===== src/hw/rtl/modexp_pkg.sv =====
// shared constants for the modular exponentiation block
package modexp_pkg;

    localparam int DEFAULT_WIDTH = 20;

    // configuration port index width and register indexes
    localparam int CFG_IDX_W = 2;
    localparam logic [CFG_IDX_W-1:0] REG_MODULUS  = 2'd0;
    localparam logic [CFG_IDX_W-1:0] REG_EXPONENT = 2'd1;

    // handshake between the sequencer and the multiply unit
    typedef struct packed {
        logic start;
    } t_mm_cmd;

    typedef struct packed {
        logic done;
    } t_mm_status;

endpackage


===== src/hw/rtl/modexp_mulmod.sv =====
// bit-serial modular multiplier, one multiplier bit per cycle
module modexp_mulmod #(
    parameter int WIDTH = modexp_pkg::DEFAULT_WIDTH
) (
    input  logic                   i_clk,
    input  logic                   i_rst_n,
    input  modexp_pkg::t_mm_cmd    i_cmd,
    input  logic [WIDTH-1:0]       i_a,
    input  logic [WIDTH-1:0]       i_b,
    input  logic [WIDTH-1:0]       i_m,
    output modexp_pkg::t_mm_status o_status,
    output logic [WIDTH-1:0]       o_result
);

    localparam int TW = WIDTH + 2;
    localparam int CW = (WIDTH > 1) ? $clog2(WIDTH) : 1;
    localparam logic [CW-1:0] LAST_STEP = CW'(WIDTH - 1);

    logic [WIDTH-1:0] r_acc, n_acc;
    logic [WIDTH-1:0] r_b;
    logic [CW-1:0]    r_cnt;
    logic             r_busy;
    logic             r_done;

    logic [TW-1:0] w_t, w_m1, w_m2;

    // r = 2r + bit*a, then bring back below m (t < 3m)
    always_comb begin
        w_m1 = {2'b00, i_m};
        w_m2 = {1'b0, i_m, 1'b0};
        w_t  = {1'b0, r_acc, 1'b0} + (r_b[WIDTH-1] ? {2'b00, i_a} : TW'(0));
        if (w_t >= w_m2) begin
            n_acc = WIDTH'(w_t - w_m2);
        end else if (w_t >= w_m1) begin
            n_acc = WIDTH'(w_t - w_m1);
        end else begin
            n_acc = w_t[WIDTH-1:0];
        end
    end

    always_ff @(posedge i_clk) begin
        if (!i_rst_n) begin
            r_busy <= 1'b0;
            r_done <= 1'b0;
        end else begin
            r_done <= 1'b0;
            if (i_cmd.start) begin
                r_busy <= 1'b1;
            end else if (r_busy && r_cnt == '0) begin
                r_busy <= 1'b0;
                r_done <= 1'b1;
            end
        end
    end

    always_ff @(posedge i_clk) begin
        if (i_cmd.start) begin
            r_acc <= '0;
            r_b   <= i_b;
            r_cnt <= LAST_STEP;
        end else if (r_busy) begin
            r_acc <= n_acc;
            r_b   <= r_b << 1;
            r_cnt <= r_cnt - CW'(1);
        end
    end

    assign o_status.done = r_done;
    assign o_result      = r_acc;

endmodule


===== src/hw/rtl/modular_exponentiation_top.sv =====
// modular exponentiation top level: config registers and square-and-multiply sequencer
//
// Each accepted base word returns base^exponent mod modulus, computed by square-and-multiply
// from the top exponent bit down. All arithmetic runs through one bit-serial modular
// multiplier. A word needs one reduction of the base, one squaring per exponent bit and
// one extra multiply per set exponent bit. A modulus below two returns 0. The input is
// stalled from acceptance until the result word has been taken. Write modulus and exponent
// only while idle.
module modular_exponentiation_top #(
    parameter int WIDTH = modexp_pkg::DEFAULT_WIDTH
) (
    input  logic                             i_clk,
    input  logic                             i_rst_n,
    input  logic                             i_cfg_we,
    input  logic [modexp_pkg::CFG_IDX_W-1:0] i_cfg_index,
    input  logic [WIDTH-1:0]                 i_cfg_wdata,
    input  logic                             i_in_valid,
    output logic                             o_in_stall,
    input  logic [WIDTH-1:0]                 i_base_value,
    output logic                             o_out_valid,
    input  logic                             i_out_stall,
    output logic [WIDTH-1:0]                 o_power_result
);

    localparam int BW = (WIDTH > 1) ? $clog2(WIDTH) : 1;
    localparam logic [BW-1:0] TOP_BIT = BW'(WIDTH - 1);

    localparam logic [2:0] ST_IDLE   = 3'd0;
    localparam logic [2:0] ST_REDUCE = 3'd1;
    localparam logic [2:0] ST_SQUARE = 3'd2;
    localparam logic [2:0] ST_MULT   = 3'd3;
    localparam logic [2:0] ST_OUT    = 3'd4;

    logic [WIDTH-1:0] r_modulus;
    logic [WIDTH-1:0] r_exponent;
    logic [2:0]       r_state;
    logic             r_mm_start;
    logic [BW-1:0]    r_bit;
    logic [WIDTH-1:0] r_base;
    logic [WIDTH-1:0] r_acc;
    logic [WIDTH-1:0] r_result;

    logic [WIDTH-1:0]       w_mm_a, w_mm_b, w_mm_result;
    modexp_pkg::t_mm_cmd    w_mm_cmd;
    modexp_pkg::t_mm_status w_mm_status;

    always_ff @(posedge i_clk) begin
        if (!i_rst_n) begin
            r_modulus  <= WIDTH'(2);
            r_exponent <= WIDTH'(1);
        end else if (i_cfg_we) begin
            case (i_cfg_index)
                modexp_pkg::REG_MODULUS:  r_modulus  <= i_cfg_wdata;
                modexp_pkg::REG_EXPONENT: r_exponent <= i_cfg_wdata;
                default: ;
            endcase
        end
    end

    // operand selection; a times b with b consumed msb first
    always_comb begin
        case (r_state)
            ST_REDUCE: begin
                w_mm_a = WIDTH'(1);
                w_mm_b = r_base;
            end
            ST_MULT: begin
                w_mm_a = r_base;
                w_mm_b = r_acc;
            end
            default: begin
                w_mm_a = r_acc;
                w_mm_b = r_acc;
            end
        endcase
    end

    assign w_mm_cmd.start = r_mm_start;

    modexp_mulmod #(
        .WIDTH(WIDTH)
    ) u_mulmod (
        .i_clk    (i_clk),
        .i_rst_n  (i_rst_n),
        .i_cmd    (w_mm_cmd),
        .i_a      (w_mm_a),
        .i_b      (w_mm_b),
        .i_m      (r_modulus),
        .o_status (w_mm_status),
        .o_result (w_mm_result)
    );

    always_ff @(posedge i_clk) begin
        if (!i_rst_n) begin
            r_state    <= ST_IDLE;
            r_mm_start <= 1'b0;
        end else begin
            r_mm_start <= 1'b0;
            case (r_state)
                ST_IDLE: begin
                    if (i_in_valid) begin
                        if (r_modulus < WIDTH'(2)) begin
                            r_state <= ST_OUT;
                        end else begin
                            r_state    <= ST_REDUCE;
                            r_mm_start <= 1'b1;
                        end
                    end
                end
                ST_REDUCE: begin
                    if (w_mm_status.done) begin
                        r_state    <= ST_SQUARE;
                        r_mm_start <= 1'b1;
                    end
                end
                ST_SQUARE: begin
                    if (w_mm_status.done) begin
                        if (r_exponent[r_bit]) begin
                            r_state    <= ST_MULT;
                            r_mm_start <= 1'b1;
                        end else if (r_bit == '0) begin
                            r_state <= ST_OUT;
                        end else begin
                            r_mm_start <= 1'b1;
                        end
                    end
                end
                ST_MULT: begin
                    if (w_mm_status.done) begin
                        if (r_bit == '0) begin
                            r_state <= ST_OUT;
                        end else begin
                            r_state    <= ST_SQUARE;
                            r_mm_start <= 1'b1;
                        end
                    end
                end
                ST_OUT: begin
                    if (!i_out_stall) begin
                        r_state <= ST_IDLE;
                    end
                end
                default: r_state <= ST_IDLE;
            endcase
        end
    end

    // datapath registers
    always_ff @(posedge i_clk) begin
        case (r_state)
            ST_IDLE: begin
                r_base   <= i_base_value;
                r_result <= '0;
            end
            ST_REDUCE: begin
                if (w_mm_status.done) begin
                    r_base <= w_mm_result;
                    r_acc  <= WIDTH'(1);
                    r_bit  <= TOP_BIT;
                end
            end
            ST_SQUARE: begin
                if (w_mm_status.done) begin
                    r_acc <= w_mm_result;
                    if (!r_exponent[r_bit]) begin
                        if (r_bit == '0) begin
                            r_result <= w_mm_result;
                        end else begin
                            r_bit <= r_bit - BW'(1);
                        end
                    end
                end
            end
            ST_MULT: begin
                if (w_mm_status.done) begin
                    r_acc <= w_mm_result;
                    if (r_bit == '0) begin
                        r_result <= w_mm_result;
                    end else begin
                        r_bit <= r_bit - BW'(1);
                    end
                end
            end
            default: ;
        endcase
    end

    assign o_in_stall     = (r_state != ST_IDLE);
    assign o_out_valid    = (r_state == ST_OUT);
    assign o_power_result = r_result;

endmodule

===== config.mk =====
export PLATFORM = sky130hd
export DESIGN_NAME = modular_exponentiation_top
export DESIGN_NICKNAME = d
export VERILOG_FILES = /design/src/hw/rtl/modexp_pkg.sv /design/src/hw/rtl/modexp_mulmod.sv /design/src/hw/rtl/modular_exponentiation_top.sv
export SDC_FILE = /design/constraint.sdc
export NUM_CORES = 1
export LEC_CHECK = 0
export ABC_AREA = 1
export BUFFER_PORTS_ARGS = -buffer_cell sky130_fd_sc_hd__buf_2
export CAP_MARGIN = 20
export CORE_ASPECT_RATIO = 0.5
export CORE_MARGIN = 5
export CORE_UTILIZATION = 55
export CTS_CLUSTER_SIZE = 14
export DETAILED_ROUTE_END_ITERATION = 16
export PLACE_DENSITY = 0.75
export SLEW_MARGIN = 20
export SYNTH_ARGS = -nofsm -noshare
export SYNTH_HDL_FRONTEND = slang
export SYNTH_SLANG_ARGS = --single-unit

===== constraint.sdc =====
create_clock -name i_clk -period 5.85 [get_ports i_clk]
set_clock_uncertainty 0.2 [all_clocks]
set_input_delay 0.8775 -clock i_clk [delete_from_list [all_inputs] [get_ports i_clk]]
set_output_delay 0.8775 -clock i_clk [all_outputs]
set_load 0.01 [all_outputs]

Yosys cells after proc, flatten, opt, wreduce, memory -nomap -nowiden
Index checks and enable logic that the tools add are counted.
{"block": "op_classes", "bitwise": 1, "reduce_logical": 21, "addsub": 5, "mux": 45, "n_eq_ne": 13, "magnitude_cmp": 4}
{"operator": "$mux W20", "n": 12}
{"operator": "$pmux W20 S2", "n": 3}
{"operator": "$pmux W20 S3", "n": 1}
{"operator": "$sub A20 B20 Y20", "n": 2}
{"operator": "$mux W3", "n": 9}
{"operator": "$mux W5", "n": 5}
{"operator": "$add A21 B20 Y22", "n": 1}
{"operator": "$ge A22 B20 Y1", "n": 1}
{"operator": "$ge A22 B21 Y1", "n": 1}
{"operator": "$lt A20 B2 Y1 const B", "n": 1}
{"operator": "$pmux W3 S5", "n": 1}
{"operator": "$pmux W5 S3", "n": 1}
{"operator": "$mux W1", "n": 11}
{"operator": "$logic_not A5 Y1", "n": 2}
{"operator": "$sub A5 B1 Y5 const B", "n": 2}
{"operator": "$reduce_bool A3 Y1", "n": 3}
{"operator": "$ne A2 B1 Y1 const B", "n": 4}
{"operator": "$reduce_bool A2 Y1", "n": 4}
{"operator": "$eq A3 B2 Y1 const B", "n": 2}
{"operator": "$lt A5 B6 Y1 const B", "n": 1}
{"operator": "$ne A2 B2 Y1 const B", "n": 3}
{"operator": "$reduce_and A2 Y1", "n": 3}
{"operator": "$reduce_and A6 Y1", "n": 1}
{"operator": "$bmux W1 S5", "n": 1}
{"operator": "13 further kinds", "n": 14}
{"block": "word_totals", "ff_bits": 156, "out_inout_bits": 22, "word_cells": 102}

Logic depth before layout (Yosys ltp)
{"block": "depth", "depth_word": 7, "ltp_mapped": 35, "depth_no_buf": 33}

Modules after synthesis
A second synthesis with hierarchy kept.
{"block": "hier_totals", "cells_unflattened": 1589, "hier_area_um2": 11114.4}
{"module": "modexp_mulmod", "area_each_um2": 5949.5, "seq_area_each_um2": 1141.1, "n_inst": 1, "cells_per_inst": 966}
{"module": "modular_exponentiation_top", "area_each_um2": 5165.0, "seq_area_each_um2": 2832.7, "n_inst": 1, "cells_per_inst": 623}

Worst setup path before layout
No wires, ideal clock.
{"block": "synth_path", "path_type": "register -> register", "startpoint": "reg r_state[1]", "endpoint": "reg u_mulmod.r_acc[13], in the netlist u_mulmod.o_result[13]", "path_stages_with_launch": 32, "t_arrival_ps": 3853, "period_less_slack_ps": 4117, "t_required_ps": 5586, "slack_ps": 1733, "cell_sequence": "dfxtp_1 -> inv_2 -> nor2_4 -> nand2_1 -> inv_1 -> clkbuf_1 -> nand2_1 -> a21oi_1 -> ha_1 -> a21oi_1 -> nor2_1 -> nor2_1 -> inv_1 -> a21oi_1 -> nand2_1 -> nand2_1 -> nand2_1 -> ha_1 -> nand2_1 -> inv_1 -> nand2_1 -> inv_1 -> a21oi_2 -> nand4_2 -> a21oi_4 -> buf_6 -> nand3_1 -> nand2_1 -> inv_1 -> nor2_1 -> nor2_1 -> nor2_1"}
{"block": "synth_via", "elab_chain_cells": 7}
{"item": "from (decl)", "line_no": "modular_exponentiation_top.sv:36", "text": "logic [2:0] r_state;"}
{"item": "from (signal assigned)", "line_no": "modular_exponentiation_top.sv:95", "text": "r_state <= ST_IDLE;"}
{"item": "from (signal assigned)", "line_no": "modular_exponentiation_top.sv:103", "text": "r_state <= ST_OUT;"}
{"item": "from (signal assigned)", "line_no": "modular_exponentiation_top.sv:105", "text": "r_state <= ST_REDUCE;"}
{"item": "$eq A3 B2 Y1 or $eq A3 B1 Y1 (tied branches)", "line_no": "modular_exponentiation_top.sv:62", "text": "case (r_state)"}
{"item": "$pmux W20 S2 (*)", "line_no": "modular_exponentiation_top.sv:62"}
{"item": "$mux W20 (*)", "line_no": "modexp_mulmod.sv:31", "text": "w_t = {1'b0, r_acc, 1'b0} + (r_b[WIDTH-1] ? {2'b00, i_a} : TW'(0));"}
{"item": "$add A21 B20 Y22 (*)", "line_no": "modexp_mulmod.sv:31"}
{"item": "$sub A20 B20 Y20 or $ge A22 B20 Y1 (tied branches)", "line_no": "modexp_mulmod.sv:35, modexp_mulmod.sv:34"}
{"item": "$mux W20", "line_no": "modexp_mulmod.sv:34", "text": "end else if (w_t >= w_m1) begin"}
{"item": "$mux W20 (*)", "line_no": "modexp_mulmod.sv:32", "text": "if (w_t >= w_m2) begin"}
{"item": "to (signal assigned)", "line_no": "modexp_mulmod.sv:62", "text": "r_acc <= n_acc;"}
{"item": "to (decl)", "line_no": "modexp_mulmod.sv:19", "text": "logic [WIDTH-1:0] r_acc, n_acc;"}
Every way passes the cells marked *; elsewhere a longest branch is shown, timed or not.
A chain may end at the register's enable or synchronous reset.

Final worst setup path
{"block": "layout_path", "startpoint": "reg r_state[1]", "endpoint": "reg u_mulmod.r_acc[5], in the netlist u_mulmod.o_result[5]"}
The elaborated chain is that of the path after synthesis.

==> results.md <==
CTS:
- The number of sinks on the clock net is about 160.
- The hold buffer count at cts is 0.
- CTS placed an instance of clkbuf_16 at the clock tree root.
- The number of buffers on the longest clock path is 2.
- The H-tree generated during clock tree synthesis spans 4 levels.
- The register clock-pin slew on the reported worst setup and hold paths is about 0.070 ns.
- At the later pin of the worst-skew pair, clock insertion delay measures roughly 0.43 ns.
- The TritonCTS buffer count is 17.
- The TritonCTS clock tree is done.
- Post-CTS timing repair inserted 0 buffers for setup.

Run status:
- The run finished with clean final reports.

GRT:
- The via count of the first global-routing pass is between 9000 and 10000.
- For this run, the total global-route usage over all layers was measured as 0.305.
- The first global-routing pass estimated between 50000 and 60000 um of wire.
- The largest net degree at the start of global routing is 53.
- The total grt overflow is 0.
- The initial antenna violation count came to 0.

Worst setup path:
- The largest delay contributor family on the critical path is simple AND/OR/NAND/NOR gates.
- Data on the critical path is required at its endpoint by roughly 6.0 ns.
- The startpoint type of the worst setup path is a flip-flop.
- The critical path is of the flip-flop to flip-flop type.
- Among all stages on the critical path, the largest delay is contributed by xor2_1.
- The endpoint arrival time on the critical path is around 5.5 ns.
- The longest individual stage delay on the worst path is about 0.46 ns.
- The maximum fanout along the worst path is 21.
- The critical path contains buffers and inverters numbering 5 combined.
- The cell repeated most along the worst path is nand2_1.
- The worst setup path is captured at a flip-flop.

Route:
- The detailed router finished its first iteration with roughly 1300 violations.
- The count of nets left with antenna violations once routing finished came out at 0.
- For this run, design rule violations remaining after detail routing come to 0.
- The routed design has approximately 35000 um of wire.
- The routed length per placed instance is 18.4 um.
- The number of vias after detailed routing is ~11000.
- The first detailed-routing pass ran for 5 iterations.
- Using the TritonRoute via totals, the vias-per-cell ratio works out to ~5.7.

Yosys:
- The most used flip-flop cell after synthesis is edfxtp_1.
- Yosys attributes the largest share of cell area to edfxtp_1, nand2_1, dfxtp_1, nor2_1, ha_1.
- The async set or reset register ratio after synthesis is 0.
- The area fraction of the dominant cell type after synthesis is 0.237.
- A synthesized cell averages 6.92 um^2.
- Yosys mapped a number of flops with a built-in enable equal to 85.
- When the netlist entered floorplanning its net count stood at approximately 1700.
- Yosys printed 0 warnings.
- After synthesis, the netlist uses 43 different library cells.
- The synthesized netlist cell count is 1556.
- The synthesized design spends more area on one cell type than any other, namely edfxtp_1.
- After synthesis the netlist holds a flip-flop and latch count of approximately 160.
- The sequential cell area fraction in the yosys report is 0.369.
- The synthesized netlist occupies a cell area of about 0.011 mm^2.

Flow run:
- The number of violations of the max-capacitance limit is 0.

Cells and area:
- The ratio of cells with drive above 1 in the final layout is 0.0835.
- The count of antenna diodes in the layout is 0.
- The area growth from synthesis to layout is 11.1%.
- The finished cells cover about 0.012 mm^2.
- The number of nets in the layout is between 1500 and 2000.

Floorplanning:
- The placeable core region is around 0.019 mm^2.
- The standard-cell row count is 36.
- In this run the vertical extent of the chip is about 110 um.
- The die area is ~0.023 mm^2.
- The top-level port count is between 60 and 70.
- The die is between 200 and 250 um wide.
- The initial utilization of the core area, before any placement, comes to 0.557.

Hold path:
- The worst hold path belongs to the class flip-flop to flip-flop.

STA:
- The final number of max-transition violations is 0.
- Measured against its own limit, the worst slew margin works out to 0.340.
- The setup TNS is 0 ns.
- The minimum period implied by the final worst setup slack is 5.36 ns.
- Setup repair after global routing left no endpoint under its margin.
- Setup violations remaining at the end of the flow were counted as 0.
- The final number of hold-violating endpoints is 0.
- In the finished design, the share of the clock period the worst path needs comes to 0.916.
- For the pin with the worst max-slew slack, the measured transition is 0.988 ns.
- Based on the critical path, the design can be clocked at up to about 190 MHz.
- Hold timing on the final database bottoms out at a slack of roughly 0.27 ns.

Place:
- In this run the cell area measured after placement is between 0.01 and 0.015 mm^2.
- At the end of routability-driven placement, the weighted congestion stood at a little over 1.
- The estimated wirelength of the detail-placed design is about 27000 um.
- The total of buffers placed on input and output ports is 68.
[layout by cell type (no fill, tap or decap), types with 17 or more instances in the layout]
| cell | netlist | layout |
|---|---|---|
| o21ai_0 | 148 | 148 |
| nand2_1 | 426 | 425 |
| inv_1 | 162 | 161 |
| dfxtp_1 | 71 | 71 |
| clkbuf_16 | 0 | 17 |
| nand4_1 | 21 | 21 |
| buf_2 | 2 | 68 |
| edfxtp_1 | 85 | 85 |
| xor2_1 | 34 | 33 |
| a21oi_1 | 128 | 127 |
| ha_1 | 61 | 61 |
| nand3_1 | 74 | 74 |
| nor2_1 | 218 | 217 |
[worst paths after layout]
check	slack, ns	startpoint	depth (start not counted)	to
min reg2reg	0.27	r_exponent[0]$_SDFFE_PN1P_	2	r_exponent[0]$_SDFFE_PN1P_
min	0.27	r_exponent[0]$_SDFFE_PN1P_	2	r_exponent[0]$_SDFFE_PN1P_
max reg2reg	0.49	r_state[1]$_SDFFE_PN0P_	28	u_mulmod.o_result[5]$_SDFFE_PP0P_
max	0.49	r_state[1]$_SDFFE_PN0P_	28	u_mulmod.o_result[5]$_SDFFE_PP0P_
[kinds of logic (layout without fill, tap and decap cells)]
logic type | count (synthesis) | in the layout | synth area share
fa+ha+maj | 64 | 64 | 0.0765
compound gates | 303 | 303 | 0.148
xor+xnor | 45 | 45 | 0.0366
flops | 156 | 156 | 0.369
simple gates | 769 | 769 | 0.290
buf+inv | 219 | 280 | 0.0797
[per-layer routing]
layer,up-vias,wire (um),GRT usage
li1,5201,-,-
met1,4954,16200,0.454
met2,520,14400,0.457
met3,56,3170,0.0460
met4,0,900,0.0974
met5,-,0,0
[worst reg2reg max path, delay by kind of cell (launching register included)]
family	cells	cell delay (ns)
DFF	1	0.38
xor gates and xnor gates	1	0.46
AOI/OAI and AO/OA	2	0.48
adders and majority gates	2	0.75
buffers and inverters	5	0.59
and+or+nand+nor	18	2.38
[metrics by stage]
step	std cells	utilization	setup WS, ns
2_1_floorplan	1556	-	1.73
3_3_place_gp	1850	0.586	0.531
3_5_place_dp	1850	0.586	0.422
4_1_cts	1882	0.617	0.406
5_1_grt	1883	0.619	0.0681
6_report	1883	0.619	0.491
[flip-flops by register name, summed over array words and instances, names as in the netlist]
name	flops
o_power_result	20
r_acc	20
r_base	20
r_exponent	20
r_modulus	20
u_mulmod.o_result	20
u_mulmod.r_b	20
r_bit	5
u_mulmod.r_cnt	5
r_state	3
r_mm_start	1
u_mulmod.o_status	1
u_mulmod.r_busy	1
[final cells by class]
cell class | count | area (um^2)
Clock buffer | 18 | 439
Clock inverter | 14 | 156
Fill cell | 1772 | 7370
Inverter | 165 | 619
Multi-Input combinational cell | 1181 | 5960
Sequential cell | 156 | 3970
Tap cell | 266 | 333
Timing Repair Buffer | 83 | 473
[repair_timing]
item / in CTS / in global routing
hold endpoints to repair: 0 / 0
endpoints found under the setup margin: 0 / 4
gates resized for setup: 0 / 2
[cells in the mapped netlist (2+ instances only)]
master	instances
nand2_1	426
nor2_1	218
inv_1	162
o21ai_0	148
a21oi_1	128
edfxtp_1	85
nand3_1	74
dfxtp_1	71
ha_1	61
clkbuf_1	46
xor2_1	34
nand4_1	21
nor3_1	13
xnor2_1	11
o211ai_1	6
o21bai_1	6
a21o_1	3
buf_4	3
buf_6	3
fa_1	3
nand3b_1	3
a21boi_0	2
a21oi_2	2
and2_1	2
and3_1	2
buf_2	2
inv_2	2
nand2_2	2
nand3_2	2
or2_2	2
Power is not shown: default switching activity piles up to over one toggle a cycle in this logic, so the estimate is an artifact.
